[src/sv/shc_pkg.sv]
// shc_pkg: widths, types, codes and color tables for the slope/height colorizer.
// Used by the channel interfaces and by every module of the block.
// Depends on nothing.
package shc_pkg;

    // Sample and register formats
    localparam int HEIGHT_BITS    = 8;
    localparam int GAIN_FRAC_BITS = 8;
    localparam int GAIN_W         = 16;
    localparam int SNOW_W         = 8;
    localparam int COLOR_W        = 8;
    localparam int CLASS_W        = 2;
    localparam int CFG_IDX_W      = 1;
    localparam int CFG_DATA_W     = 16;
    localparam int HMAX           = (1 << HEIGHT_BITS) - 1;

    // Square root: root of (sum of squares << 2*SQRT_FRAC), radicand padded to even width
    localparam int SQ_W       = 2 * HEIGHT_BITS + 1;
    localparam int SQRT_FRAC  = 8;
    localparam int RAD_RAW_W  = SQ_W + 2 * SQRT_FRAC;
    localparam int RAD_W      = RAD_RAW_W + (RAD_RAW_W % 2);
    localparam int ROOT_W     = RAD_W / 2;
    localparam int REM_W      = ROOT_W + 2;
    localparam int SQ_STAGES  = (ROOT_W + 1) / 2;

    // Blend arithmetic
    localparam int GR_W      = GAIN_W + ROOT_W;
    localparam int SUB_W     = GR_W + COLOR_W;
    localparam int DIV_SHIFT = GAIN_FRAC_BITS + 8;
    localparam int Q_W       = HEIGHT_BITS + 8;
    localparam int NUM_CH    = 3;

    localparam logic [SUB_W-1:0] DEN      = SUB_W'(HMAX) << DIV_SHIFT;
    localparam logic [SUB_W-1:0] HALF_DEN = DEN >> 1;
    localparam logic [GR_W-1:0]  ROCK_TH  = GR_W'(HMAX) << (GAIN_FRAC_BITS + 7);

    // Register reset values
    localparam logic [GAIN_W-1:0] GAIN_RESET = GAIN_W'(256);
    localparam logic [SNOW_W-1:0] SNOW_RESET = SNOW_W'(204);

    // Configuration register indexes
    localparam logic [CFG_IDX_W-1:0] CFG_SLOPE_GAIN = 1'b0;
    localparam logic [CFG_IDX_W-1:0] CFG_SNOW_LEVEL = 1'b1;

    // Color channel indexes
    localparam logic [1:0] CH_RED   = 2'd0;
    localparam logic [1:0] CH_GREEN = 2'd1;
    localparam logic [1:0] CH_BLUE  = 2'd2;

    // Palette colors
    localparam logic [COLOR_W-1:0] SNOW_TOP    = 8'd255;
    localparam logic [COLOR_W-1:0] SNOW_BOTTOM = 8'd35;
    localparam logic [COLOR_W-1:0] GRASS_RED   = 8'd89;
    localparam logic [COLOR_W-1:0] GRASS_GREEN = 8'd189;
    localparam logic [COLOR_W-1:0] GRASS_BLUE  = 8'd64;
    localparam logic [COLOR_W-1:0] ROCK_TOP    = 8'd110;

    typedef enum logic [CLASS_W-1:0] {
        CLS_GRASS = 2'd0,
        CLS_ROCK  = 2'd1,
        CLS_SNOW  = 2'd2
    } t_class;

    // Front end to square root
    typedef struct packed {
        logic [SQ_W-1:0] sum_sq;
        logic            snow;
    } t_sq;

    // One square-root pipeline stage
    typedef struct packed {
        logic [RAD_W-1:0]  rad;
        logic [REM_W-1:0]  rem;
        logic [ROOT_W-1:0] root;
        logic              snow;
    } t_sqst;

    // Square root to blend
    typedef struct packed {
        logic [ROOT_W-1:0] root;
        logic              snow;
    } t_root;

    // Start color of the blend for one channel
    function automatic logic [COLOR_W-1:0] top_color(t_class cls, logic [1:0] ch);
        logic [COLOR_W-1:0] c;
        case (cls)
            CLS_SNOW:  c = SNOW_TOP;
            CLS_ROCK:  c = ROCK_TOP;
            CLS_GRASS: begin
                case (ch)
                    CH_RED:   c = GRASS_RED;
                    CH_GREEN: c = GRASS_GREEN;
                    default:  c = GRASS_BLUE;
                endcase
            end
            default:   c = '0;
        endcase
        return c;
    endfunction

    // End color of the blend (same on all channels)
    function automatic logic [COLOR_W-1:0] bottom_color(t_class cls);
        logic [COLOR_W-1:0] c;
        case (cls)
            CLS_SNOW: c = SNOW_BOTTOM;
            default:  c = '0;
        endcase
        return c;
    endfunction

endpackage

[src/sv/shc_in_if.sv]
// shc_in_if: input channel of the colorizer, one height sample with its neighbors.
// Depends on shc_pkg for the field widths.
interface shc_in_if;
    logic                           valid;
    logic                           ready;
    logic [shc_pkg::HEIGHT_BITS-1:0] height_here;
    logic [shc_pkg::HEIGHT_BITS-1:0] height_prev_row;
    logic [shc_pkg::HEIGHT_BITS-1:0] height_next_row;
    logic [shc_pkg::HEIGHT_BITS-1:0] height_prev_col;
    logic [shc_pkg::HEIGHT_BITS-1:0] height_next_col;
    logic                           at_first_row;
    logic                           at_first_col;

    modport source (
        output valid, height_here, height_prev_row, height_next_row,
               height_prev_col, height_next_col, at_first_row, at_first_col,
        input  ready
    );

    modport sink (
        input  valid, height_here, height_prev_row, height_next_row,
               height_prev_col, height_next_col, at_first_row, at_first_col,
        output ready
    );
endinterface

[src/sv/shc_out_if.sv]
// shc_out_if: output channel of the colorizer, one color and its terrain class.
// Depends on shc_pkg for the field widths.
interface shc_out_if;
    logic                         valid;
    logic                         ready;
    logic [shc_pkg::COLOR_W-1:0]  red;
    logic [shc_pkg::COLOR_W-1:0]  green;
    logic [shc_pkg::COLOR_W-1:0]  blue;
    logic [shc_pkg::CLASS_W-1:0]  terrain_class;

    modport source (
        output valid, red, green, blue, terrain_class,
        input  ready
    );

    modport sink (
        input  valid, red, green, blue, terrain_class,
        output ready
    );
endinterface

[src/sv/slope_height_colorizer.sv]
// slope_height_colorizer: colors a height-map sample by its slope and height.
// Pipeline: register stages from input transaction to result (2 front, 9 square root, 4 blend).
// Throughput: one transaction per cycle when not stalled; a stage moves when empty or its successor moves.
// Reset: synchronous, active low; empties the pipeline, slope_gain = 1.0, snow_level = 204.
// Depends on shc_pkg, shc_in_if, shc_out_if, shc_front, shc_sqrt and shc_blend.
module slope_height_colorizer (
    input  logic                            i_clk,
    input  logic                            i_rst_n,
    shc_in_if.sink                          i_in,
    shc_out_if.source                       o_out,
    input  logic                            i_cfg_we,
    input  logic [shc_pkg::CFG_IDX_W-1:0]   i_cfg_idx,
    input  logic [shc_pkg::CFG_DATA_W-1:0]  i_cfg_data
);

    logic [shc_pkg::GAIN_W-1:0] r_slope_gain;
    logic [shc_pkg::SNOW_W-1:0] r_snow_level;

    logic           w_sq_valid;
    logic           w_sq_ready;
    shc_pkg::t_sq   w_sq_data;
    logic           w_rt_valid;
    logic           w_rt_ready;
    shc_pkg::t_root w_rt_data;

    // Configuration registers
    always_ff @(posedge i_clk) begin
        if (!i_rst_n) begin
            r_slope_gain <= shc_pkg::GAIN_RESET;
            r_snow_level <= shc_pkg::SNOW_RESET;
        end else if (i_cfg_we) begin
            case (i_cfg_idx)
                shc_pkg::CFG_SLOPE_GAIN: r_slope_gain <= i_cfg_data[shc_pkg::GAIN_W-1:0];
                shc_pkg::CFG_SNOW_LEVEL: r_snow_level <= i_cfg_data[shc_pkg::SNOW_W-1:0];
                default: ;
            endcase
        end
    end

    // Differences and sum of squares
    shc_front u_front (
        .i_clk        (i_clk),
        .i_rst_n      (i_rst_n),
        .i_in         (i_in),
        .i_snow_level (r_snow_level),
        .o_valid      (w_sq_valid),
        .i_ready      (w_sq_ready),
        .o_data       (w_sq_data)
    );

    // Slope magnitude
    shc_sqrt u_sqrt (
        .i_clk   (i_clk),
        .i_rst_n (i_rst_n),
        .i_valid (w_sq_valid),
        .o_ready (w_sq_ready),
        .i_data  (w_sq_data),
        .o_valid (w_rt_valid),
        .i_ready (w_rt_ready),
        .o_data  (w_rt_data)
    );

    // Palette and blend
    shc_blend u_blend (
        .i_clk        (i_clk),
        .i_rst_n      (i_rst_n),
        .i_valid      (w_rt_valid),
        .o_ready      (w_rt_ready),
        .i_data       (w_rt_data),
        .i_slope_gain (r_slope_gain),
        .o_out        (o_out)
    );

endmodule

[src/sv/shc_front.sv]
// shc_front: neighbor select, absolute differences, snow test and sum of squares.
// Two register stages. Depends on shc_pkg and shc_in_if.
module shc_front (
    input  logic                          i_clk,
    input  logic                          i_rst_n,
    shc_in_if.sink                        i_in,
    input  logic [shc_pkg::SNOW_W-1:0]    i_snow_level,
    output logic                          o_valid,
    input  logic                          i_ready,
    output shc_pkg::t_sq                  o_data
);

    localparam int HB = shc_pkg::HEIGHT_BITS;

    logic          r_vld0;
    logic          r_vld1;
    logic          w_rdy0;
    logic          w_rdy1;
    logic [HB-1:0] r_diff_row;
    logic [HB-1:0] r_diff_col;
    logic          r_snow0;
    shc_pkg::t_sq  r_sq;

    logic [HB-1:0] n_diff_row;
    logic [HB-1:0] n_diff_col;
    logic          n_snow;
    logic [HB-1:0] w_nb_row;
    logic [HB-1:0] w_nb_col;
    logic [HB-1:0] w_snow_th;

    // Advance a stage when it is empty or its successor advances
    assign w_rdy1     = !r_vld1 || i_ready;
    assign w_rdy0     = !r_vld0 || w_rdy1;
    assign i_in.ready = w_rdy0;

    // Pick neighbors, take absolute differences, test the snow level
    always_comb begin
        w_nb_row   = i_in.at_first_row ? i_in.height_next_row : i_in.height_prev_row;
        w_nb_col   = i_in.at_first_col ? i_in.height_next_col : i_in.height_prev_col;
        n_diff_row = (i_in.height_here >= w_nb_row) ? i_in.height_here - w_nb_row
                                                    : w_nb_row - i_in.height_here;
        n_diff_col = (i_in.height_here >= w_nb_col) ? i_in.height_here - w_nb_col
                                                    : w_nb_col - i_in.height_here;
        w_snow_th  = HB'(i_snow_level) << (HB - shc_pkg::SNOW_W);
        n_snow     = i_in.height_here > w_snow_th;
    end

    // Stage valid bits
    always_ff @(posedge i_clk) begin
        if (!i_rst_n) begin
            r_vld0 <= 1'b0;
            r_vld1 <= 1'b0;
        end else begin
            if (w_rdy0) begin
                r_vld0 <= i_in.valid;
            end
            if (w_rdy1) begin
                r_vld1 <= r_vld0;
            end
        end
    end

    // Stage payload: differences, then sum of squares
    always_ff @(posedge i_clk) begin
        if (w_rdy0) begin
            r_diff_row <= n_diff_row;
            r_diff_col <= n_diff_col;
            r_snow0    <= n_snow;
        end
        if (w_rdy1) begin
            r_sq.sum_sq <= shc_pkg::SQ_W'(r_diff_row) * shc_pkg::SQ_W'(r_diff_row)
                         + shc_pkg::SQ_W'(r_diff_col) * shc_pkg::SQ_W'(r_diff_col);
            r_sq.snow   <= r_snow0;
        end
    end

    assign o_valid = r_vld1;
    assign o_data  = r_sq;

endmodule

[src/sv/shc_sqrt.sv]
// shc_sqrt: pipelined integer square root, two result bits per register stage (one in the last on an odd root width).
// Gives floor(sqrt(sum_sq << 16)) in Q.8. Depends on shc_pkg.
module shc_sqrt (
    input  logic           i_clk,
    input  logic           i_rst_n,
    input  logic           i_valid,
    output logic           o_ready,
    input  shc_pkg::t_sq   i_data,
    output logic           o_valid,
    input  logic           i_ready,
    output shc_pkg::t_root o_data
);

    localparam int NST = shc_pkg::SQ_STAGES;
    localparam int RW  = shc_pkg::ROOT_W;
    localparam int MW  = shc_pkg::REM_W;
    localparam int AW  = shc_pkg::RAD_W;

    logic [NST-1:0]  r_vld;
    logic [NST:0]    w_rdy;
    shc_pkg::t_sqst  r_st [NST];
    shc_pkg::t_sqst  n_st [NST];
    shc_pkg::t_sqst  w_init;

    // One restoring step: bring down two radicand bits, try to set one root bit
    function automatic shc_pkg::t_sqst sq_step(shc_pkg::t_sqst st);
        logic [MW+1:0]  rem_t;
        logic [MW+1:0]  trial;
        shc_pkg::t_sqst o;
        o     = st;
        rem_t = {st.rem, st.rad[AW-1 -: 2]};
        trial = (MW + 2)'({st.root, 2'b01});
        o.rad = st.rad << 2;
        if (rem_t >= trial) begin
            o.rem  = MW'(rem_t - trial);
            o.root = {st.root[RW-2:0], 1'b1};
        end else begin
            o.rem  = MW'(rem_t);
            o.root = {st.root[RW-2:0], 1'b0};
        end
        return o;
    endfunction

    // Ready chain from the output back to the input
    always_comb begin
        w_rdy[NST] = i_ready;
        for (int s = NST - 1; s >= 0; s--) begin
            w_rdy[s] = !r_vld[s] || w_rdy[s + 1];
        end
    end
    assign o_ready = w_rdy[0];

    // Scale the radicand and start from an empty root
    always_comb begin
        w_init.rad  = AW'(i_data.sum_sq) << (2 * shc_pkg::SQRT_FRAC);
        w_init.rem  = '0;
        w_init.root = '0;
        w_init.snow = i_data.snow;
    end

    // Two steps per stage; the last stage drops its second step on an odd root width
    always_comb begin
        for (int s = 0; s < NST; s++) begin
            n_st[s] = sq_step((s == 0) ? w_init : r_st[(s == 0) ? 0 : s - 1]);
            if (2 * s + 1 < RW) begin
                n_st[s] = sq_step(n_st[s]);
            end
        end
    end

    // Stage valid bits
    always_ff @(posedge i_clk) begin
        if (!i_rst_n) begin
            r_vld <= '0;
        end else begin
            for (int s = 0; s < NST; s++) begin
                if (w_rdy[s]) begin
                    r_vld[s] <= (s == 0) ? i_valid : r_vld[(s == 0) ? 0 : s - 1];
                end
            end
        end
    end

    // Stage payload
    always_ff @(posedge i_clk) begin
        for (int s = 0; s < NST; s++) begin
            if (w_rdy[s]) begin
                r_st[s] <= n_st[s];
            end
        end
    end

    assign o_valid     = r_vld[NST-1];
    assign o_data.root = r_st[NST-1].root;
    assign o_data.snow = r_st[NST-1].snow;

endmodule

[src/sv/shc_blend.sv]
// shc_blend: gain multiply, terrain class, color blend, rounding and output register.
// Four register stages, the last one drives the output channel.
// Depends on shc_pkg and shc_out_if.
module shc_blend (
    input  logic                        i_clk,
    input  logic                        i_rst_n,
    input  logic                        i_valid,
    output logic                        o_ready,
    input  shc_pkg::t_root              i_data,
    input  logic [shc_pkg::GAIN_W-1:0]  i_slope_gain,
    shc_out_if.source                   o_out
);

    localparam int HB  = shc_pkg::HEIGHT_BITS;
    localparam int NCH = shc_pkg::NUM_CH;
    localparam int SW  = shc_pkg::SUB_W;
    localparam int QW  = shc_pkg::Q_W;
    localparam int CW  = shc_pkg::COLOR_W;
    localparam int EW  = QW - HB;

    localparam logic [HB:0] HMAX_X  = (HB + 1)'(shc_pkg::HMAX);
    localparam logic [HB:0] HMAX_X2 = HMAX_X << 1;

    logic [3:0]                  r_vld;
    logic [4:0]                  w_rdy;

    logic [shc_pkg::GR_W-1:0]    r_gr;
    logic                        r_snow;
    logic [SW-1:0]               r_sub [NCH];
    shc_pkg::t_class             r_cls1;
    logic [QW-1:0]               r_q [NCH];
    shc_pkg::t_class             r_cls2;
    logic [CW-1:0]               r_color [NCH];
    shc_pkg::t_class             r_cls3;

    shc_pkg::t_class             n_cls;
    logic [SW-1:0]               n_sub [NCH];
    logic [QW-1:0]               n_q [NCH];
    logic [CW-1:0]               n_color [NCH];

    // Ready chain from the output register back to the input
    always_comb begin
        w_rdy[4] = o_out.ready;
        for (int s = 3; s >= 0; s--) begin
            w_rdy[s] = !r_vld[s] || w_rdy[s + 1];
        end
    end
    assign o_ready = w_rdy[0];

    // Classify and form k * gain * root for each channel
    always_comb begin
        logic [CW-1:0] k;
        if (r_snow) begin
            n_cls = shc_pkg::CLS_SNOW;
        end else if (r_gr < shc_pkg::ROCK_TH) begin
            n_cls = shc_pkg::CLS_GRASS;
        end else begin
            n_cls = shc_pkg::CLS_ROCK;
        end
        for (int c = 0; c < NCH; c++) begin
            k        = shc_pkg::top_color(n_cls, 2'(c)) - shc_pkg::bottom_color(n_cls);
            n_sub[c] = SW'(k) * SW'(r_gr);
        end
    end

    // Subtract from the scaled start color (zero unless it stays positive), add half, drop the power-of-two part
    always_comb begin
        logic [SW-1:0] base;
        logic [SW-1:0] num;
        for (int c = 0; c < NCH; c++) begin
            base = SW'(shc_pkg::top_color(r_cls1, 2'(c))) * shc_pkg::DEN;
            num  = base - r_sub[c] + shc_pkg::HALF_DEN;
            if (r_sub[c] >= base) begin
                n_q[c] = '0;
            end else begin
                n_q[c] = QW'(num >> shc_pkg::DIV_SHIFT);
            end
        end
    end

    // Divide by full scale: estimate by shift, correct by the remainder, saturate at the largest color value
    always_comb begin
        logic [EW-1:0] est;
        logic [HB:0]   rem;
        logic [EW:0]   quo;
        for (int c = 0; c < NCH; c++) begin
            est = r_q[c][QW-1:HB];
            rem = {1'b0, r_q[c][HB-1:0]} + (HB + 1)'(est);
            quo = {1'b0, est};
            if (rem >= HMAX_X2) begin
                quo = quo + (EW + 1)'(2);
            end else if (rem >= HMAX_X) begin
                quo = quo + (EW + 1)'(1);
            end
            if (quo > (EW + 1)'({CW{1'b1}})) begin
                n_color[c] = {CW{1'b1}};
            end else begin
                n_color[c] = CW'(quo);
            end
        end
    end

    // Stage valid bits
    always_ff @(posedge i_clk) begin
        if (!i_rst_n) begin
            r_vld <= '0;
        end else begin
            if (w_rdy[0]) r_vld[0] <= i_valid;
            if (w_rdy[1]) r_vld[1] <= r_vld[0];
            if (w_rdy[2]) r_vld[2] <= r_vld[1];
            if (w_rdy[3]) r_vld[3] <= r_vld[2];
        end
    end

    // Stage payload
    always_ff @(posedge i_clk) begin
        if (w_rdy[0]) begin
            r_gr   <= shc_pkg::GR_W'(i_slope_gain) * shc_pkg::GR_W'(i_data.root);
            r_snow <= i_data.snow;
        end
        if (w_rdy[1]) begin
            r_cls1 <= n_cls;
            for (int c = 0; c < NCH; c++) r_sub[c] <= n_sub[c];
        end
        if (w_rdy[2]) begin
            r_cls2 <= r_cls1;
            for (int c = 0; c < NCH; c++) r_q[c] <= n_q[c];
        end
        if (w_rdy[3]) begin
            r_cls3 <= r_cls2;
            for (int c = 0; c < NCH; c++) r_color[c] <= n_color[c];
        end
    end

    assign o_out.valid         = r_vld[3];
    assign o_out.red           = r_color[shc_pkg::CH_RED];
    assign o_out.green         = r_color[shc_pkg::CH_GREEN];
    assign o_out.blue          = r_color[shc_pkg::CH_BLUE];
    assign o_out.terrain_class = r_cls3;

endmodule
[src/flat_wrapper.sv]
// flat-port wrapper written by rule: the top's interface ports become plain ports
module slope_height_colorizer_flat 
  (i_clk, i_rst_n, i_cfg_we, i_cfg_idx, i_cfg_data, i_in_valid, i_in_height_here, i_in_height_prev_row, i_in_height_next_row, i_in_height_prev_col, i_in_height_next_col, i_in_at_first_row, i_in_at_first_col, i_in_ready, o_out_valid, o_out_red, o_out_green, o_out_blue, o_out_terrain_class, o_out_ready);
  shc_in_if i_in_i ();
  shc_out_if o_out_i ();
  input  logic i_clk;
  input  logic i_rst_n;
  input  logic i_cfg_we;
  input  logic [shc_pkg::CFG_IDX_W-1:0] i_cfg_idx;
  input  logic [shc_pkg::CFG_DATA_W-1:0] i_cfg_data;
  input wire logic [$bits(i_in_i.valid)-1:0] i_in_valid;
  input wire logic [$bits(i_in_i.height_here)-1:0] i_in_height_here;
  input wire logic [$bits(i_in_i.height_prev_row)-1:0] i_in_height_prev_row;
  input wire logic [$bits(i_in_i.height_next_row)-1:0] i_in_height_next_row;
  input wire logic [$bits(i_in_i.height_prev_col)-1:0] i_in_height_prev_col;
  input wire logic [$bits(i_in_i.height_next_col)-1:0] i_in_height_next_col;
  input wire logic [$bits(i_in_i.at_first_row)-1:0] i_in_at_first_row;
  input wire logic [$bits(i_in_i.at_first_col)-1:0] i_in_at_first_col;
  output wire logic [$bits(i_in_i.ready)-1:0] i_in_ready;
  output wire logic [$bits(o_out_i.valid)-1:0] o_out_valid;
  output wire logic [$bits(o_out_i.red)-1:0] o_out_red;
  output wire logic [$bits(o_out_i.green)-1:0] o_out_green;
  output wire logic [$bits(o_out_i.blue)-1:0] o_out_blue;
  output wire logic [$bits(o_out_i.terrain_class)-1:0] o_out_terrain_class;
  input wire logic [$bits(o_out_i.ready)-1:0] o_out_ready;
  assign i_in_i.valid = i_in_valid;
  assign i_in_i.height_here = i_in_height_here;
  assign i_in_i.height_prev_row = i_in_height_prev_row;
  assign i_in_i.height_next_row = i_in_height_next_row;
  assign i_in_i.height_prev_col = i_in_height_prev_col;
  assign i_in_i.height_next_col = i_in_height_next_col;
  assign i_in_i.at_first_row = i_in_at_first_row;
  assign i_in_i.at_first_col = i_in_at_first_col;
  assign i_in_ready = i_in_i.ready;
  assign o_out_valid = o_out_i.valid;
  assign o_out_red = o_out_i.red;
  assign o_out_green = o_out_i.green;
  assign o_out_blue = o_out_i.blue;
  assign o_out_terrain_class = o_out_i.terrain_class;
  assign o_out_i.ready = o_out_ready;
  slope_height_colorizer u_core (.i_clk(i_clk), .i_rst_n(i_rst_n), .i_in(i_in_i), .o_out(o_out_i), .i_cfg_we(i_cfg_we), .i_cfg_idx(i_cfg_idx), .i_cfg_data(i_cfg_data));
endmodule
[config.mk]
export PLATFORM = sky130hd
export DESIGN_NAME = slope_height_colorizer_flat
export DESIGN_NICKNAME = d
export VERILOG_FILES = /design/src/sv/shc_pkg.sv /design/src/sv/shc_in_if.sv /design/src/sv/shc_out_if.sv /design/src/sv/slope_height_colorizer.sv /design/src/sv/shc_front.sv /design/src/sv/shc_sqrt.sv /design/src/sv/shc_blend.sv /design/src/flat_wrapper.sv
export SDC_FILE = /design/constraint.sdc
export NUM_CORES = 2
export LEC_CHECK = 0
export BUFFER_PORTS_ARGS = -buffer_cell sky130_fd_sc_hd__buf_2
export CORE_MARGIN = 1.5
export CORE_UTILIZATION = 71
export DETAILED_ROUTE_END_ITERATION = 8
export PLACE_DENSITY = 0.88
export SYNTH_ARGS = -nofsm -noshare
export SYNTH_HDL_FRONTEND = slang
export SYNTH_SLANG_ARGS = --single-unit
[constraint.sdc]
create_clock -name i_clk -period 11.35 [get_ports i_clk]
set_input_delay 0.5675 -clock i_clk [delete_from_list [all_inputs] [get_ports i_clk]]
set_output_delay 0.5675 -clock i_clk [all_outputs]
set_load 0.03 [all_outputs]
==> results.py <==
metrics = {
    "worst_setup_path": {
        "rr_endpoint": "u_core.u_blend.r_sub[0][122]",
        "arrival_ns": 9.45,
        "cp_max_fo": 27,
        "cp-end-kind": "flip-flop",
        "reg2reg_depth": 21,
        "critical_path_required_ns": 11.73,
        "worstSetupPathType": "flip-flop to flip-flop",
        "startpoint_type": "flip-flop",
        "reg2reg_slack_ns": 2.28,
        "reg2reg_from": "u_core.u_blend.r_gr[24]",
        "crit_start": "u_core.u_blend.r_gr[24]",
    },
    "cells_and_area": {
        "area_growth_pct": 6.04,
        "nets": 8541,
        "final_util": 0.764,
        "layout-drive-gt1-share": 0.0452,
    },
    "global_routing": {
        "grt_overflow": 0,
        "grt_use_met1": 0.471,
        "busiest_layer": "met2",
        "antenna_found_initial": 3,
        "grt_pass1_vias": 51800,
        "grt_start_max_net_pins": 79,
        "grt_pass1_wl_mm": 268,
        "grtUsageTotal": 0.347,
        "use_met2": 0.564,
        "grt_use_met3": 0.0678,
    },
    "sta": {
        "final.setup.tns_ns": 0,
        "fin_crit_sh": 0.799,
        "relSlewSlack": 0.135,
        "drv_slew": 0,
        "rsz0062_at_grt": "false",
        "setup_viol": 0,
        "max_freq_ghz": 0.110,
        "worst_pin_slew_ns": 1.30,
        "period_needed_ns": 9.07,
        "finClkSkew_ns": 0.0273,
        "finalHoldViolations": 0,
    },
    "die": {
        "fp.dieH_um": 311,
        "start_util": 0.720,
        "dieArea_um2": 97000,
        "core_area_um2": 93700,
        "rows": 112,
        "top_level_ports": 92,
        "die_width_um": 311,
    },
    "clocking": {
        "cts_sinks": 571,
        "numCtsBuffers": 70,
        "cts-root-buf": "clkbuf_16",
        "cts_setup_buffers": 0,
        "htree_levels": 3,
        "cts_tree": "done",
        "clk_latency_ns": 0.65,
        "clk_pin_slew_ns": 0.06,
        "clockBufferDepth": 3,
        "holdBufCountCts": 0,
        "cts_resized": 0,
    },
    "detailed_routing": {
        "post_drt_via_cell_ratio": 6.07,
        "wl_mm": 165,
        "vias": 50200,
        "wl_per_cell_um": 20.0,
        "firstDrtPassIters": 6,
        "drcViolationCount": 0,
        "ant_nets": 0,
        "first_iter_violations": 5101,
    },
    "logic_synthesis": {
        "synth_edf_count": 532,
        "ys_types": 87,
        "synthFlopType": "edfxtp_1",
        "yosysTopAreaCellShare": 0.247,
        "ys_seq_area_frac": 0.248,
        "syn-cell-area_um2": 67500,
        "ys_top_cells_by_area": "fa_1 25%, edfxtp_1 24%, ha_1 13%",
        "syn_inst": 6900,
        "ys_seq_elements": 571,
        "yosysTopAreaCell": "fa_1",
        "yosysWarnings": 0,
        "synth.avg_cell_area_um2": 9.79,
        "async_flop_share": 0,
    },
    "place": {
        "gp_congestion": 0.973,
        "portBuffers": 91,
        "dp_hpwl_mm": 130,
    },
    "min_path": {
        "holdCritPathClass": "primary input to flip-flop",
        "min_to": "u_core.r_slope_gain[8]",
        "min_path_cells": 3,
        "hp-start": "i_cfg_data[8]",
    },
    "status": {
        "outcome": "completed",
    },
    "job": {
        "drv_cap": 0,
    },
}
## synthesized netlist by cell type (all sizes together), types with 10 or more instances
cell     number
a211o        10
nand3        79
o21a         90
o41ai        16
edfxtp      532
o31a         10
a31o         13
nand2b       71
or4          23
nor3b        10
clkbuf      175
a21boi       33
nor4         47
fa          834
and4         17
o31ai        33
nand4        40
and3         39
nand3b       10
a2111oi      10
nor2        417
dfxtp        39
o21bai       57
ha          690
nand2       569
o21ai       184
o211ai       30
xor2        143
mux2         46
a21o        111
or3          36
mux2i        57
a21oi       309
xnor2       226
inv        1330
or2          22
nor2b        55
a211oi       30
a31oi        40
and2        183
nor3        103
## placed cells by master, fill, tap and decap left out, types with 91 or more instances in the layout
cell         n
fa_1       834
xnor2_1    226
edfxtp_1   532
nand2_1    568
a21oi_1    309
and2_1     183
inv_1     1326
nor2_1     417
nor3_1     102
ha_1       690
xor2_1     143
buf_2       91
o21ai_0    175
a21o_1     111
## state kept, by name, indices dropped and copies added (netlist names), 9 cells and up
signal	count
u_core.u_sqrt.r_st	264
u_core.u_blend.r_sub	121
u_core.u_blend.r_q	48
u_core.u_blend.r_gr	33
u_core.u_blend.r_color	24
u_core.u_front.o_data	18
u_core.r_slope_gain	16
u_core.u_sqrt.r_vld	9
## how the worst max path moves through the flow
stage                                              end  slack [ns]  cells after the start
final                     u_core.u_blend.r_sub[0][122]        2.28                     21
after global routing      u_core.u_blend.r_sub[0][122]        1.80                     21
after CTS                 u_core.u_blend.r_sub[0][122]        2.40                     21
after detailed placement  u_core.u_blend.r_sub[0][122]        2.43                     21
after global placement    u_core.u_blend.r_sub[0][122]        2.61                     21
after floorplan            u_core.u_blend.r_sub[0][81]        4.29                     29
## area by class of cell
class                   count  area [um2]
diodes                      2        5.00
clock buffers              82        1870
clock inverters            44         502
fillers                  6013       22100
inverters                1332        5000
multi-input cells        4865       45300
flip-flops and latches    571       16800
well taps                1254        1570
repair buffers            113         621
## worst max-delay path: stages (launching register included)
cell      delay, ns
edfxtp_1       0.66
nor4_1         0.38
nand4_1        0.30
or2_2          0.66
nor2_1         0.87
nor2_1         0.37
fa_1           0.60
inv_1          0.05
fa_1           0.46
fa_1           0.52
fa_1           0.54
inv_1          0.04
ha_1           0.34
and3_1         0.25
a221oi_1       0.84
a311oi_1       0.21
a221oi_1       0.41
o21ai_0        0.29
o41ai_1        0.51
o21ai_0        0.18
a21oi_1        0.20
xnor2_1        0.08
## cell families after synthesis
| family | synth area share |
|---|---|
| AOI/OAI and AO/OA | 0.104 |
| xor gates and xnor gates | 0.0479 |
| adders and majority gates | 0.375 |
| buffers and inverters | 0.0843 |
| DFF | 0.248 |
| muxes | 0.0161 |
| other | 0.000111 |
| and+or+nand+nor | 0.125 |
## layer usage
metal / up-vias / part of all wire
met3: 434 / 0.094
met1: 24500 / 0.41
met5: - / 0.000079
met4: 2 / 0.034
met2: 2481 / 0.46
li1: 22800 / -
## stage by stage
| stage | cell area [um2] | instances | setup WS [ns] | hold WS [ns] |
|---|---|---|---|---|
| global route | 71600 | 8262 | 1.80 | 0.170 |
| floorplan | 67700 | 6951 | 4.29 | 0.400 |
| finish | 71600 | 8263 | 2.28 | 0.140 |
| detailed placement | 69200 | 8135 | 2.43 | 0.405 |
| CTS | 71600 | 8261 | 2.40 | 0.107 |
| global placement | 69200 | 8135 | 2.61 | 0.401 |
Power is left out: the tool's default activity adds up to more than one toggle a clock period on the data nets, which glitch-free logic cannot reach.
